==> src/rtl/fsg_pkg.sv <==
// Package for the field strength and gradient block.
// Holds the CORDIC angle table and the fixed-point helper constants; no dependencies.
`timescale 1ns / 1ps

package fsg_pkg;

    localparam int TRIG_FRAC    = 30;
    localparam int CORDIC_STEPS = 30;
    localparam logic [30:0] HALF_PI_Q30 = 31'd1686629713;
    localparam logic signed [33:0] CORDIC_GAIN_Q30 = 34'sd652032874;
    localparam int NUM_REGS = 5;
    localparam logic [2:0] REG_B0  = 3'd0;
    localparam logic [2:0] REG_B1C = 3'd1;
    localparam logic [2:0] REG_B20 = 3'd2;
    localparam logic [2:0] REG_B2C = 3'd3;
    localparam logic [2:0] REG_INV = 3'd4;

    typedef logic signed [31:0] t_word;

    // One stage of the rotation chain.
    typedef struct packed {
        logic signed [33:0] x;
        logic signed [33:0] y;
        logic signed [33:0] z;
        logic [1:0]         quad;
        logic [30:0]        radius;
    } t_rot;

    function automatic logic signed [33:0] atan_q30(input int idx);
        logic signed [33:0] v;
        case (idx)
            0: v = 34'sd843314856;
            1: v = 34'sd497837829;
            2: v = 34'sd263043836;
            3: v = 34'sd133525158;
            4: v = 34'sd67021686;
            5: v = 34'sd33543515;
            6: v = 34'sd16775850;
            7: v = 34'sd8388437;
            8: v = 34'sd4194282;
            9: v = 34'sd2097149;
            10: v = 34'sd1048575;
            11: v = 34'sd524287;
            12: v = 34'sd262143;
            13: v = 34'sd131071;
            14: v = 34'sd65535;
            15: v = 34'sd32767;
            16: v = 34'sd16383;
            17: v = 34'sd8191;
            18: v = 34'sd4095;
            19: v = 34'sd2047;
            20: v = 34'sd1023;
            21: v = 34'sd511;
            22: v = 34'sd255;
            23: v = 34'sd127;
            24: v = 34'sd63;
            25: v = 34'sd31;
            26: v = 34'sd15;
            27: v = 34'sd8;
            28: v = 34'sd4;
            29: v = 34'sd2;
            default: v = '0;
        endcase
        return v;
    endfunction

    function automatic t_word sat32(input logic signed [67:0] v);
        t_word r;
        if (v > 68'sd2147483647) begin
            r = 32'sh7fffffff;
        end else if (v < -68'sd2147483648) begin
            r = 32'sh80000000;
        end else begin
            r = v[31:0];
        end
        return r;
    endfunction

endpackage

==> src/rtl/fsg_qmul.sv <==
// Registered Q-format multiply with round half up and 32-bit saturation.
// Uses fsg_pkg for the saturation helper.
`timescale 1ns / 1ps

module fsg_qmul #(
    parameter int FRAC_BITS = 24
) (
    input  logic                i_clk,
    input  logic                i_en,
    input  logic signed [31:0]  i_a,
    input  logic signed [31:0]  i_b,
    output logic signed [31:0]  o_p
);
    import fsg_pkg::*;

    logic signed [67:0] w_prod;
    logic signed [67:0] w_shift;
    logic signed [31:0] r_p;

    assign w_prod  = 68'(i_a) * 68'(i_b) + (68'sd1 <<< (FRAC_BITS - 1));
    assign w_shift = w_prod >>> FRAC_BITS;

    always_ff @(posedge i_clk) begin
        if (i_en) begin
            r_p <= sat32(w_shift);
        end
    end

    assign o_p = r_p;
endmodule

==> config.mk <==
export PLATFORM = sky130hd
export DESIGN_NAME = fsg_qmul
export DESIGN_NICKNAME = d
export VERILOG_FILES = /design/src/rtl/fsg_pkg.sv /design/src/rtl/fsg_qmul.sv
export SDC_FILE = /design/constraint.sdc
export NUM_CORES = 2
export LEC_CHECK = 0
export CAP_MARGIN = 20
export CELL_PAD_IN_SITES_DETAIL_PLACEMENT = 2
export CELL_PAD_IN_SITES_GLOBAL_PLACEMENT = 2
export CORE_UTILIZATION = 48
export CTS_CLUSTER_SIZE = 30
export DETAILED_ROUTE_END_ITERATION = 8
export DONT_BUFFER_PORTS = 1
export PLACE_DENSITY = 0.95
export SYNTH_ARGS = -nofsm -noshare
export SYNTH_HDL_FRONTEND = slang
export SYNTH_SLANG_ARGS = --single-unit
==> constraint.sdc <==
create_clock -name i_clk -period 28.5 [get_ports i_clk]
set_clock_uncertainty 0.2 [all_clocks]
set_input_delay 4.275 -clock i_clk [delete_from_list [all_inputs] [get_ports i_clk]]
set_output_delay 4.275 -clock i_clk [all_outputs]
set_load 0.01 [all_outputs]
# --- Word level (Yosys, flattened, before mapping) ---
# Index checks and enable logic that the tools add are counted.
totals:
  ff_bits: 32
  latch_bits: 0
  ramBits: 0
  romBits: 0
  in_bits: 66
  output_inout_bits: 32
  word_cells: 6
  memories: 0
classes:
  addsub: 1
  n_mul: 1
  n_div: 0
  n_lt_le_gt_ge: 2
  eq_ne: 0
  n_shift: 0
  mux: 1
  bitwise: 0
  reduce_logical: 0
op_table:
  columns: ["op", "n"]
  rows:
  - ["$add 64x25->65 const B", 1]
  - ["$mul 32x32->64", 1]
  - ["$gt 41x32->1 const B", 1]
  - ["$lt 41x32->1 const B", 1]
  - ["$mux 32", 1]

# --- Logic depth before layout (Yosys ltp) ---
logic_depth:
  depth_word: 4
  depth_mapped: 30
  depth_no_buf: 27

# --- Least setup slack after synthesis ---
# No wires, ideal clock.
synth_timing:
  path_kind: "input to register"
  startpoint: "input i_a[31]"
  endpoint: "register r_p[14], in the netlist o_p[14] (data pin)"
  setup_time_ps: 142
  t_arrival_ps: 12190
  t_required_ps: 28158
  slack_ps: 15968
  cell_stages: 28
  path_buffers: 3
  cell_sequence: "clkbuf_1 > nand2_1 > inv_1 > fa_1 > inv_1 > fa_1 > inv_1 > fa_1 > fa_1 > inv_1 > fa_1 > inv_1 > fa_1 > fa_1 > fa_1 > ha_1 > clkbuf_1 > and4_1 > o2111a_1 > a2111oi_1 > a31oi_1 > a21oi_2 > o211ai_1 > a32oi_1 > nand4_1 > o41a_1 > buf_6 > o21ai_2"
synth_between:
  elab_chain_cells: 4
  word_cells_on_any_way: 5
  classes_between: "add/sub (1); mul (1); order compare (2); mux (1)"
synth_rtl:
  columns: ["item", "line_no", "text"]
  rows:
  - ["start: declaration", "fsg_qmul.sv:10", "input logic signed [31:0] i_a,"]
  - ["$mul 32x32->64 *", "fsg_qmul.sv:20", "assign w_prod = 68'(i_a) * 68'(i_b) + (68'sd1 <<< (FRAC_BITS - 1));"]
  - ["$add 64x25->65 *", "fsg_qmul.sv:20", null]
  - ["$lt 41x32->1", "fsg_pkg.sv:71", "end else if (v < -68'sd2147483648) begin"]
  - ["$mux 32", "fsg_pkg.sv:71", null]
  - ["end signal: assignment", "fsg_qmul.sv:25", "r_p <= sat32(w_shift);"]
  - ["end: declaration", "fsg_qmul.sv:18", "logic signed [31:0] r_p;"]
# Every way passes the cells marked *; elsewhere a longest branch is shown, timed or not.
# A chain may end at the register's enable or synchronous reset.

# --- Worst setup path after layout ---
layout_timing:
  startpoint: "input i_a[31]"
  endpoint: "register r_p[30], in the netlist o_p[30] (data pin)"
# The elaborated chain is that of the path after synthesis.

==> metrics.json <==
{
  "design.portCount": {"value": 98},
  "cts.htree.levels": {"value": 2},
  "ys_top_cells_by_area": {"value": "fa_1 (58%), inv_1 (9.6%), and2_1 (8.7%), ha_1 (6.0%), nand2_1 (5.3%)"},
  "firstDrtPassIters": {"value": 9},
  "die_y": {"value": 281, "unit": "um"},
  "num-fill-cells": {"value": 8207},
  "finalHoldViolations": {"value": 0},
  "synth_warnings": {"value": 0},
  "cts.repair_timing.setup_buffer_count": {"value": 0},
  "endpoint_kind": {"value": "flop"},
  "design.die.area": {"value": 79200, "unit": "um2"},
  "grt_pass1_wl": {"value": 281000, "unit": "um"},
  "tritoncts": {"value": "built"},
  "cts.repair.resized": {"value": 0},
  "clock_path_buffers": {"value": 2},
  "min_period_over_period": {"value": 0.553},
  "detail_route.drc_violations": {"value": 0},
  "whs_path_depth": {"value": 0},
  "yosysTopAreaCellShare": {"value": 0.582},
  "synthesis.instances": {"value": 3950},
  "finish.net_count": {"value": 5077},
  "critical_path_arrival": {"value": 15.54, "unit": "ns"},
  "placement_rows": {"value": 102},
  "grt_antenna_before_repair": {"value": 15},
  "asyncSetResetFlopFracSynth": {"value": 0},
  "synth-edff-count": {"value": 32},
  "vias_per_cell": {"value": 6.84},
  "sequential_cell_area_fraction_in_the_yosys_report": {"value": 0.0256},
  "startpoint_type": {"value": "primary input"},
  "drv_slew": {"value": 0},
  "cpPeakStageDelay": {"value": 1.03, "unit": "ns"},
  "max_clock_freq": {"value": 63.5, "unit": "MHz"},
  "gp_congestion": {"value": 0.892},
  "port_buffers": {"value": 0},
  "coreArea": {"value": 77300, "unit": "um2"},
  "combined_area_of_the_multi_input_logic_cells": {"value": 32100, "unit": "um2"},
  "layout_min_cycle_time": {"value": 15.76, "unit": "ns"},
  "worst-setup-path-type": {"value": "in -> reg"},
  "drt_iter0_drc": {"value": 4068},
  "register_area": {"value": 961, "unit": "um2"},
  "worst_slew_pin_slew": {"value": 1.38, "unit": "ns"},
  "drt-wirelength-per-cell": {"value": 43.4, "unit": "um"},
  "flip_flop_count_of_the_largest_register_all_copies_and_words_added": {"value": 32},
  "ys_seq_elements": {"value": 32},
  "setup_viol": {"value": 0},
  "mapped_nets": {"value": 5285},
  "hpwl_after_detailed_placement": {"value": 149000, "unit": "um"},
  "crit_path_top_delay_cell": {"value": "fa_1"},
  "run_status": {"value": "finished clean"},
  "floorplan.die.width": {"value": 281, "unit": "um"},
  "post_synth_num_cell_types": {"value": 64},
  "grt_setup_unrepaired": {"value": "no"},
  "timing.critical_path.mode_cell": {"value": "fa_1"},
  "timing.max_slew.rel_slack": {"value": 0.0698},
  "synthFlopType": {"value": "edfxtp_1"},
  "clock_root_buffer": {"value": "clkbuf_16"},
  "max_cap_viol_count": {"value": 0},
  "global_route_usage_over_all_layers": {"value": 0.516},
  "clock_net_sink_count": {"value": 32},
  "synth.avg_cell_area": {"value": 9.49, "unit": "um2"},
  "final_cell_count_no_fill": {"value": 4791},
  "cp-startpoint": {"value": "i_a[31]"},
  "synth.cell_area": {"value": 37500, "unit": "um2"},
  "numPlacedInstances": {"value": 4774},
  "route.final.wire_length": {"value": 208000, "unit": "um"},
  "grt_max_degree": {"value": 33},
  "route.vias.total": {"value": 32800},
  "cts.clk_slew.worst_paths": {"value": 0.06, "unit": "ns"},
  "vias_in_the_first_global_route": {"value": 38300},
  "min-delay-start": {"value": "i_en"},
  "largest_area_contributor_in_the_synthesized_netlist": {"value": "fa_1"},
  "worst_hold_path.endpoint": {"value": "o_p[13]"},
  "final.setup.tns": {"value": 0, "unit": "ns"},
  "worst_ep_required_time": {"value": 28.28, "unit": "ns"},
  "initial_utilization": {"value": 0.485},
  "critical_path_peak_fanout": {"value": 32},
  "number_of_buffers_inserted_by_hold_repair_at_cts": {"value": 0},
  "postRouteAntennaNets": {"value": 0},
  "syn_to_final_growth": {"value": 1.75, "unit": "%"},
  "cts_inserted_buffers": {"value": 5},
  "gr-total-overflow": {"value": 0},
  "post_route_cells_drive_above_1_share": {"value": 0.0155},
  "class_of_the_tightest_hold_or_removal_check": {"value": "in -> reg"}
}
## logic make-up after synthesis
kind of cell / count (synthesis) / share of synthesized area
compound gates: 243 / 0.0442
xor+xnor: 50 / 0.0117
fa+ha+maj: 1269 / 0.642
buf+inv: 1176 / 0.119
flops: 32 / 0.0256
simple gates: 1180 / 0.158
## synthesized netlist by cell type (all sizes together), types with 2 or more instances
cell type and count:
a2111oi 2, a211oi 7, a21boi 2, a21o 10
a21oi 75, a221oi 3, a31o 2, a31oi 5
a32oi 2, a41oi 2, and2 521, and3 3
and4 3, buf 15, clkbuf 203, edfxtp 32
fa 1090, ha 179, inv 958, nand2 526
nand2b 10, nand3 12, nand4 20, nor2 59
nor2b 4, nor3 9, nor4 6, o2111a 2
o211a 2, o211ai 8, o21a 11, o21ai 79
o21bai 9, o221ai 4, o22ai 2, o31ai 7
o41ai 3, or4 2, xnor2 32, xor2 18
## final cells by class
class	count	share of cell area
repair buffers	3	0.00112
flip-flops and latches	32	0.0252
clock buffers	5	0.00328
multi-input cells	2742	0.841
well taps	1040	0.0341
clock inverters	3	0.000492
inverters	958	0.0943
diodes	8	0.000525
## cells in the final DEF (no fill, tap or decap), types with 3 or more instances in the layout
cell / count
fa_1: 1090
inv_1: 958
nand2_1: 526
and2_1: 521
ha_1: 179
a21oi_1: 71
nor2_1: 59
o21ai_0: 43
xnor2_1: 32
edfxtp_1: 32
o21ai_2: 31
nand4_1: 19
xor2_1: 18
nand3_1: 12
o21a_1: 11
nand2b_1: 10
a21o_1: 10
nor3_1: 9
o21bai_1: 9
diode_2: 8
o211ai_1: 8
a211oi_1: 6
o31ai_1: 6
a31oi_1: 5
o21ai_1: 5
clkbuf_16: 5
a21oi_2: 4
o221ai_1: 4
nor2b_1: 4
nor4_1: 4
and3_1: 3
and4_1: 3
a221oi_1: 3
## metal layers
metal | vias to the layer above | GRT usage | share of wire
li1 | 10900 | - | -
met1 | 16700 | 0.503 | 0.29
met2 | 3258 | 0.802 | 0.45
met3 | 1823 | 0.241 | 0.13
met4 | 16 | 0.493 | 0.13
met5 | - | 0.0201 | 0.0015
## per-stage QoR
step / hold WS, ns / util / setup slack (ns) / instance area (um2)
floorplan: 4.19 / - / 15.97 / 37500
global placement: 4.20 / 0.491 / 15.10 / 38000
detailed placement: 4.19 / 0.491 / 13.97 / 38000
CTS: 3.91 / 0.493 / 14.14 / 38100
global route: 3.90 / 0.493 / 12.48 / 38100
finish: 3.92 / 0.493 / 12.74 / 38100
## worst max-delay path: cells and delay by family
kind / cells / cell delay [ns]
AND/OR/NAND/NOR: 4 / 1.40
buffers and inverters: 7 / 1.89
AO/OA/AOI/OAI: 7 / 2.19
adder cells (fa/ha/maj): 9 / 5.69
## how the worst max path moves through the flow
| stage | slack (ns) | cells after the start | end |
|---|---|---|---|
| after floorplan | 15.97 | 28 | o_p[14] |
| after global placement | 15.10 | 27 | o_p[30] |
| after global routing | 12.48 | 27 | o_p[30] |
| final | 12.74 | 27 | o_p[30] |
| after CTS | 14.14 | 27 | o_p[30] |
| after detailed placement | 13.97 | 27 | o_p[7] |
Power is left out: the tool's default activity adds up to more than one toggle a clock period on the data nets, which glitch-free logic cannot reach.
