[src/rtl/fsg_pkg.sv]
// Package for the field strength and gradient block.
// Holds the CORDIC angle table and the fixed-point helper constants; no dependencies.
`timescale 1ns / 1ps

package fsg_pkg;

    localparam int TRIG_FRAC    = 30;
    localparam int CORDIC_STEPS = 30;
    localparam logic [30:0] HALF_PI_Q30 = 31'd1686629713;
    localparam logic signed [33:0] CORDIC_GAIN_Q30 = 34'sd652032874;
    localparam int NUM_REGS = 5;
    localparam logic [2:0] REG_B0  = 3'd0;
    localparam logic [2:0] REG_B1C = 3'd1;
    localparam logic [2:0] REG_B20 = 3'd2;
    localparam logic [2:0] REG_B2C = 3'd3;
    localparam logic [2:0] REG_INV = 3'd4;

    typedef logic signed [31:0] t_word;

    // One stage of the rotation chain.
    typedef struct packed {
        logic signed [33:0] x;
        logic signed [33:0] y;
        logic signed [33:0] z;
        logic [1:0]         quad;
        logic [30:0]        radius;
    } t_rot;

    function automatic logic signed [33:0] atan_q30(input int idx);
        logic signed [33:0] v;
        case (idx)
            0: v = 34'sd843314856;
            1: v = 34'sd497837829;
            2: v = 34'sd263043836;
            3: v = 34'sd133525158;
            4: v = 34'sd67021686;
            5: v = 34'sd33543515;
            6: v = 34'sd16775850;
            7: v = 34'sd8388437;
            8: v = 34'sd4194282;
            9: v = 34'sd2097149;
            10: v = 34'sd1048575;
            11: v = 34'sd524287;
            12: v = 34'sd262143;
            13: v = 34'sd131071;
            14: v = 34'sd65535;
            15: v = 34'sd32767;
            16: v = 34'sd16383;
            17: v = 34'sd8191;
            18: v = 34'sd4095;
            19: v = 34'sd2047;
            20: v = 34'sd1023;
            21: v = 34'sd511;
            22: v = 34'sd255;
            23: v = 34'sd127;
            24: v = 34'sd63;
            25: v = 34'sd31;
            26: v = 34'sd15;
            27: v = 34'sd8;
            28: v = 34'sd4;
            29: v = 34'sd2;
            default: v = '0;
        endcase
        return v;
    endfunction

    function automatic t_word sat32(input logic signed [67:0] v);
        t_word r;
        if (v > 68'sd2147483647) begin
            r = 32'sh7fffffff;
        end else if (v < -68'sd2147483648) begin
            r = 32'sh80000000;
        end else begin
            r = v[31:0];
        end
        return r;
    endfunction

endpackage

[src/rtl/fsg_cordic_cell.sv]
// One rotation cell of the CORDIC chain, registered.
// Uses fsg_pkg for the stage type and arctangent table.
`timescale 1ns / 1ps

module fsg_cordic_cell #(
    parameter int STEP = 0
) (
    input  logic          i_clk,
    input  logic          i_en,
    input  fsg_pkg::t_rot i_rot,
    output fsg_pkg::t_rot o_rot
);
    import fsg_pkg::*;

    t_rot r_rot;
    t_rot n_rot;

    always_comb begin
        n_rot = i_rot;
        if (!i_rot.z[33]) begin
            n_rot.x = i_rot.x - (i_rot.y >>> STEP);
            n_rot.y = i_rot.y + (i_rot.x >>> STEP);
            n_rot.z = i_rot.z - atan_q30(STEP);
        end else begin
            n_rot.x = i_rot.x + (i_rot.y >>> STEP);
            n_rot.y = i_rot.y - (i_rot.x >>> STEP);
            n_rot.z = i_rot.z + atan_q30(STEP);
        end
    end

    always_ff @(posedge i_clk) begin
        if (i_en) begin
            r_rot <= n_rot;
        end
    end

    assign o_rot = r_rot;
endmodule

[config.mk]
export PLATFORM = sky130hd
export DESIGN_NAME = fsg_cordic_cell
export DESIGN_NICKNAME = d
export VERILOG_FILES = /design/src/rtl/fsg_pkg.sv /design/src/rtl/fsg_cordic_cell.sv
export SDC_FILE = /design/constraint.sdc
export NUM_CORES = 1
export LEC_CHECK = 0
export BUFFER_PORTS_ARGS = -buffer_cell sky130_fd_sc_hd__buf_2
export CORE_ASPECT_RATIO = 0.8
export CORE_MARGIN = 2
export CORE_UTILIZATION = 39
export CTS_CLUSTER_SIZE = 10
export DETAILED_ROUTE_END_ITERATION = 16
export SYNTH_ARGS = -nofsm -noshare
export SYNTH_HDL_FRONTEND = slang
export SYNTH_SLANG_ARGS = --single-unit
[constraint.sdc]
create_clock -name i_clk -period 3.7 [get_ports i_clk]
set_input_delay 0.555 -clock i_clk [delete_from_list [all_inputs] [get_ports i_clk]]
set_output_delay 0.555 -clock i_clk [all_outputs]
set_load 0.01 [all_outputs]
* Word-level counts from Yosys, hierarchy flattened *
Cells that the tools add are included.

storage, ports and cells
  bits of input ports = 137
  logic and storage cells = 11
  bits in registers = 135
  output and inout bits = 135

operators by class
  $add $sub $neg = 5
  muxes and demuxes = 1

operators with widths
  cell                                                                   count
  102-bit 2-to-1 mux                                                     1
  34-bit subtractor                                                      2
  34-bit by 31-bit adder with 34-bit output, second input constant       1
  34-bit adder                                                           1
  34-bit by 31-bit subtractor with 34-bit output, second input constant  1

* Logic depth before layout (Yosys ltp) *
Gate-level depths: netlist (run 1).

  depth after elaboration = 2
  depth in mapped cells = 12
  gate-level depth less buffers = 11

* Least setup slack after synthesis (run 1) *
OpenSTA, ideal clock, no wires.

  path type = input to register
  start = in i_rot[66] (netlist bit)
  end = reg r_rot, in the netlist o_rot[62], data pin
  path buffers = 2
  setup time = 0.266 ns
  path slack = -0.094 ns
  data required time = 3.434 ns
  arrival = 3.528 ns
  stages on the path = 12
  cell sequence = clkbuf_1 -> clkinv_1 -> buf_2 -> fa_1 -> a211oi_2 -> nor2_1 -> o31a_1 -> a211o_1 -> a311o_1 -> a21oi_4 -> nor3_1 -> or3b_1

RTL lines
  item                  line                   source
  start, declared       fsg_cordic_cell.sv:10  input fsg_pkg::t_rot i_rot,
  end signal, assigned  fsg_cordic_cell.sv:33  r_rot <= n_rot;
  end, declared         fsg_cordic_cell.sv:15  t_rot r_rot;

==> flow_metrics.py, run 1 <==
metrics = {
    "status": {
        "status": "finished, final reports clean",
    },
    "global_routing": {
        "gr-total-overflow": 0,
        "grt_pass1_wl_um": 56600,
        "grt_pass1_vias": 10083,
        "antenna_found_initial": 0,
        "grt_usage": 0.236,
        "grt_max_degree": 72,
    },
    "final_layout": {
        "num-nets-final": 1819,
        "drive_gt1_frac": 0.250,
        "largest_reg_flops": 134,
        "diodes": 0,
        "area_delta_synth_final_pct": 23.4,
        "fillers": 2840,
    },
    "clock_network": {
        "cts-root-buf": "clkbuf_16",
        "htree_levels": 4,
        "postCtsHoldBufs": 0,
        "clk_pin_slew_worst_paths_ps": 70,
        "post_cts_buffers": 0,
        "numCtsBuffers": 17,
        "cts_sinks": 134,
        "cts_tree": "yes",
        "ctsResizeCount": 0,
        "cts_buffer_depth": 2,
    },
    "setup_path": {
        "worst_ep_required_time_ps": 3870,
        "crit_path_start_kind": "primary input",
        "worstPathMaxFanout": 10,
        "crit_type": "in2reg",
        "critical_path_arrival_ps": 3380,
        "end_kind": "flop",
    },
    "sta": {
        "hold_ws_ps": 293,
        "rsz0062_at_grt": "no",
        "setup_tns_ps": 0,
        "slew_headroom": 0.409,
        "post-route-min-period_ps": 3200,
        "setup_violations": 0,
        "timing.fmax_mhz": 312,
        "fin_crit_sh": 0.866,
        "worstMarginPinSlew_ps": 877,
        "slew_viol_final": 0,
        "final-hold-violation-count": 0,
    },
    "synthesis": {
        "async_reset_ff_frac": 0,
        "synth-seq-cells": 134,
        "synth.area.top_cells": "edfxtp_1 35%, ha_1 14%, a21oi_1 5.5%, xnor2_1 5.2%, inv_1 3.7%",
        "yosysSeqAreaShare": 0.349,
        "synth_top_cell_by_area": "edfxtp_1",
        "synth_flop_cell": "edfxtp_1",
        "synth_area_um2": 11500,
        "synth.avg_cell_area_um2": 9.20,
        "synth_edf_count": 134,
        "yosysWarnings": 0,
        "synth_cells": 1251,
        "syn_nets": 1520,
        "yosysUniqueCellTypes": 77,
        "yosysTopAreaCellShare": 0.349,
    },
    "pwr": {
        "sequentialPowerShare": 0.348,
        "power_leakage_nw": 6.39,
        "p_clk_frac": 0.315,
        "comb_power_share": 0.336,
        "p_per_area_nw_per_um2": 407,
        "intPower_mw": 3.77,
        "p_sw_frac": 0.348,
        "peakVddDrop_mv": 0.230,
        "p_sw_mw": 2.01,
    },
    "hold_path": {
        "hold_depth": 1,
        "holdPathEnd": "o_rot[35]",
        "hold_class": "in2reg",
        "min-delay-start": "i_rot[35]",
    },
    "floorplan": {
        "num_rows": 56,
        "initial_core_util": 0.395,
        "core_um2": 29100,
        "io_pins": 272,
        "die_y_um": 158,
        "die-area_um2": 30900,
        "die_x_um": 196,
    },
    "placed_design": {
        "gp_congestion": 0.978,
        "portBuffers": 271,
        "dp_hpwl_um": 29800,
    },
    "route": {
        "viasPerCell": 5.54,
        "drc": 0,
        "wl_um": 37100,
        "drt_iter0_markers": 828,
        "post_drt_wl_per_cell_um": 19.1,
        "ant_nets": 0,
        "first_pass_iters": 5,
        "num_vias": 10748,
    },
    "job": {
        "max-cap-violations": 0,
    },
}
-- critical path, stage by stage --
cell      delay [ps]
buf_2            100
inv_1             40
ha_1             440
nor2_1           240
o21ai_0          120
buf_4            160
a311oi_1         600
a211oi_2         180
buf_4            180
a21o_1           180
o21ai_0          270
mux2i_1          160
xnor2_1          150
-- per-layer routing --
layer,vias up,track usage,part of all wire
met4,0,0.0732,0.024
met3,53,0.0475,0.084
met1,5041,0.346,0.48
met5,-,0,0
met2,479,0.347,0.42
li1,5175,-,-
-- cell type report --
class | instances | area [µm²] | share of cell area
repair buffers | 332 | 1840 | 0.129
clock buffers | 17 | 425 | 0.0299
multi-input cells | 950 | 6830 | 0.480
clock inverters | 15 | 198 | 0.0139
inverters | 115 | 433 | 0.0305
flip-flops and latches | 134 | 4020 | 0.283
well taps | 377 | 472 | 0.0332
-- how the worst max path moves through the flow --
stage | from | to | slack (ps)
6_report | i_rot[71] | o_rot[95] | 500
5_1_grt | i_rot[66] | o_rot[65] | 330
3_3_place_gp | i_rot[66] | o_rot[62] | 180
4_1_cts | i_rot[66] | o_rot[62] | 570
3_5_place_dp | i_rot[66] | o_rot[62] | 120
2_1_floorplan | i_rot[66] | o_rot[62] | 20
-- placed cells by master (no fill, tap or decap), types with 17 or more instances in the layout --
master     count
a211oi_1      21
a21o_1        38
a21oi_1      127
buf_2        269
buf_4         61
clkbuf_16     17
edfxtp_1     134
ha_1         128
inv_1        113
mux2i_1       18
nand2_1       56
nand3_1       25
nand4_1       18
nor2_1        99
nor2b_1       17
nor3_1        22
o211ai_1      17
o21a_1        19
o21ai_0       71
o21bai_1      19
o31ai_1       17
xnor2_1       68
-- cell usage after synthesis, types with 7 or more instances --
| library cell | n |
|---|---|
| edfxtp_1 | 134 |
| ha_1 | 128 |
| a21oi_1 | 127 |
| inv_1 | 113 |
| nor2_1 | 99 |
| o21ai_0 | 71 |
| xnor2_1 | 68 |
| nand2_1 | 56 |
| a21o_1 | 38 |
| nand3_1 | 25 |
| clkbuf_1 | 22 |
| nor3_1 | 22 |
| a211oi_1 | 21 |
| o21a_1 | 19 |
| o21bai_1 | 19 |
| buf_2 | 18 |
| mux2i_1 | 18 |
| nand4_1 | 18 |
| nor2b_1 | 17 |
| o211ai_1 | 17 |
| o31ai_1 | 17 |
| xor2_1 | 15 |
| nand2b_1 | 12 |
| a31oi_1 | 9 |
| and3_1 | 9 |
| buf_1 | 9 |
| nor4_1 | 9 |
| or3_1 | 9 |
| a211o_1 | 7 |
| and2_1 | 7 |
-- per-stage QoR --
step	power (mW)	util	area [µm²]	setup slack, ps	std cells
floorplan	3.19	-	11500	19.4	1251
global placement	3.95	0.466	13600	178	1908
detailed placement	3.97	0.466	13600	124	1908
CTS	5.81	0.488	14200	567	1940
global route	6.07	0.488	14200	334	1940
finish	5.79	0.488	14200	496	1940
-- power by group through the flow --
| stage | clock network (mW) | logic (mW) | registers [mW] |
|---|---|---|---|
| floorplan | 0 | 1.02 | 2.17 |
| global placement | 0 | 1.90 | 2.05 |
| detailed placement | 0 | 1.92 | 2.05 |
| CTS | 1.86 | 1.93 | 2.02 |
| global route | 1.91 | 2.12 | 2.04 |
| finish | 1.83 | 1.95 | 2.02 |
-- cell families after synthesis --
kind of cell,count (synthesis),share of synthesized area
compound gates,417,0.240
simple gates,300,0.128
xor+xnor,83,0.0631
flops,134,0.349
mux,18,0.0156
fa+ha+maj,132,0.146
buf+inv,167,0.0577
No activity file was read; power rests on OpenSTA's default activity.
==> inputs of run 2 (changes only) <==
--- a/config.mk
+++ b/config.mk
@@ -7,7 +7,7 @@
 export LEC_CHECK = 0
 export BUFFER_PORTS_ARGS = -buffer_cell sky130_fd_sc_hd__buf_2
 export CORE_ASPECT_RATIO = 0.8
-export CORE_MARGIN = 2
+export CORE_MARGIN = 1.5
 export CORE_UTILIZATION = 39
 export CTS_CLUSTER_SIZE = 10
 export DETAILED_ROUTE_END_ITERATION = 16
==> flow_metrics.py, run 2 (synthesized netlist as in run 1, its figures left out) <==
metrics = {
    "status": {
        "status": "finished, final reports clean",
    },
    "route": {
        "post_drt_wl_per_cell_um": 19.0,
        "num_vias": 10779,
        "first_pass_iters": 5,
        "viasPerCell": 5.52,
        "ant_nets": 0,
        "wl_um": 37000,
        "drt_iter0_markers": 979,
        "drc": 0,
    },
    "clock_network": {
        "clk_pin_slew_worst_paths_ps": 70,
        "numCtsBuffers": 17,
        "cts-root-buf": "clkbuf_16",
        "cts_buffer_depth": 2,
        "postCtsHoldBufs": 0,
        "htree_levels": 4,
        "cts_tree": "yes",
        "cts_sinks": 134,
        "ctsResizeCount": 0,
        "post_cts_buffers": 0,
    },
    "floorplan": {
        "die-area_um2": 30600,
        "initial_core_util": 0.395,
        "io_pins": 272,
        "core_um2": 29100,
        "die_x_um": 195,
        "num_rows": 56,
        "die_y_um": 157,
    },
    "global_routing": {
        "grt_max_degree": 57,
        "gr-total-overflow": 0,
        "grt_pass1_wl_um": 55700,
        "grt_pass1_vias": 9796,
        "grt_usage": 0.235,
        "antenna_found_initial": 0,
    },
    "placed_design": {
        "dp_hpwl_um": 30000,
        "portBuffers": 271,
        "gp_congestion": 0.922,
    },
    "sta": {
        "rsz0062_at_grt": "no",
        "slew_headroom": 0.491,
        "timing.fmax_mhz": 321,
        "slew_viol_final": 0,
        "setup_tns_ps": 0,
        "fin_crit_sh": 0.843,
        "worstMarginPinSlew_ps": 764,
        "setup_violations": 0,
        "post-route-min-period_ps": 3120,
        "final-hold-violation-count": 0,
    },
    "setup_path": {
        "worstPathMaxFanout": 8,
        "critPathMaxStageDelay_ps": 470,
        "crit_path_start_kind": "primary input",
        "crit_chain": "buf_2 > inv_1 > ha_1 > nor2_1 > a221oi_1 > o221ai_1 > a22oi_1 > nand3_1 > a211oi_1 > o32ai_1 > xnor2_1",
        "crit_type": "in2reg",
        "worst_ep_required_time_ps": 3880,
        "end_kind": "flop",
        "critical_path_arrival_ps": 3300,
        "cpMaxStageDelayCell": "ha_1",
    },
    "final_layout": {
        "num-nets-final": 1830,
        "largest_reg_flops": 134,
        "final_util": 0.490,
        "drive_gt1_frac": 0.255,
        "mostFrequentLayoutCell": "buf_2",
        "layout_common_cells": "269 x buf_2, 134 x edfxtp_1, 128 x ha_1, 127 x a21oi_1, 113 x inv_1",
        "diodes": 0,
        "area_delta_synth_final_pct": 24.0,
    },
    "hold_path": {
        "hold_class": "in2reg",
    },
    "pwr": {
        "power_leakage_nw": 6.43,
        "p_per_area_nw_per_um2": 400,
        "peakVddDrop_mv": 0.305,
    },
    "job": {
        "max-cap-violations": 0,
    },
}
run 2: cell types whose count changed in the layout (fill, tap and decap cells not counted):
cell	previous run	this run
clkinv_8	1	2
buf_6	1	0
bufinv_16	2	1
clkinvlp_4	1	3
buf_4	61	72
inv_8	7	5
buf_12	1	2
run 2: path summary, 6_finish.rpt:
kind	startpoint	endpoint	slack [ps]	depth (start not counted)
worst max-delay path	i_rot[79]	o_rot[100]	580	11
worst min-delay path	i_rot[33]	o_rot[33]	290	1
run 2: report_power, final:
group	internal [mW]	total [mW]	leakage (nW)	switching, mW
Clock	0.967	1.74	0.286	0.777
Sequential	1.96	2.02	1.31	0.0636
Combinational	0.786	1.95	4.83	1.16
Total	3.71	5.72	6.43	2.01
run 2: layout make-up:
cell class,instances,area [µm²]
sequential,134,4020
clock inverter,15,176
timing repair buffer,343,1930
multi-input combinational,950,6830
tap,377,472
inverter,115,433
clock buffer,17,425
fill,2776,14900
run 2: critical path, delay by kind of cell:
kind / cells / cell delay, ps
and+or+nand+nor: 2 / 340
xor gates and xnor gates: 1 / 160
AOI/OAI and AO/OA: 5 / 1630
buffers and inverters: 2 / 150
adders and majority gates: 1 / 470
run 2: routing by layer:
| metal | up-vias | track usage | share of wire |
|---|---|---|---|
| met5 | - | 0 | 0 |
| met4 | 0 | 0.0753 | 0.024 |
| met3 | 52 | 0.0450 | 0.090 |
| met2 | 504 | 0.340 | 0.42 |
| met1 | 5011 | 0.350 | 0.47 |
| li1 | 5212 | - | - |
run 2: metrics by stage:
stage | power, mW | hold slack, ps | area, µm² | setup slack, ps | std cells
finish | 5.72 | 294 | 14300 | 582 | 1951
global route | 5.99 | 280 | 14300 | 393 | 1951
CTS | 5.73 | 281 | 14300 | 637 | 1951
detailed placement | 3.98 | 733 | 13700 | 194 | 1919
floorplan | 3.19 | 654 | 11500 | 19.4 | 1251
global placement | 3.98 | 732 | 13700 | 162 | 1919
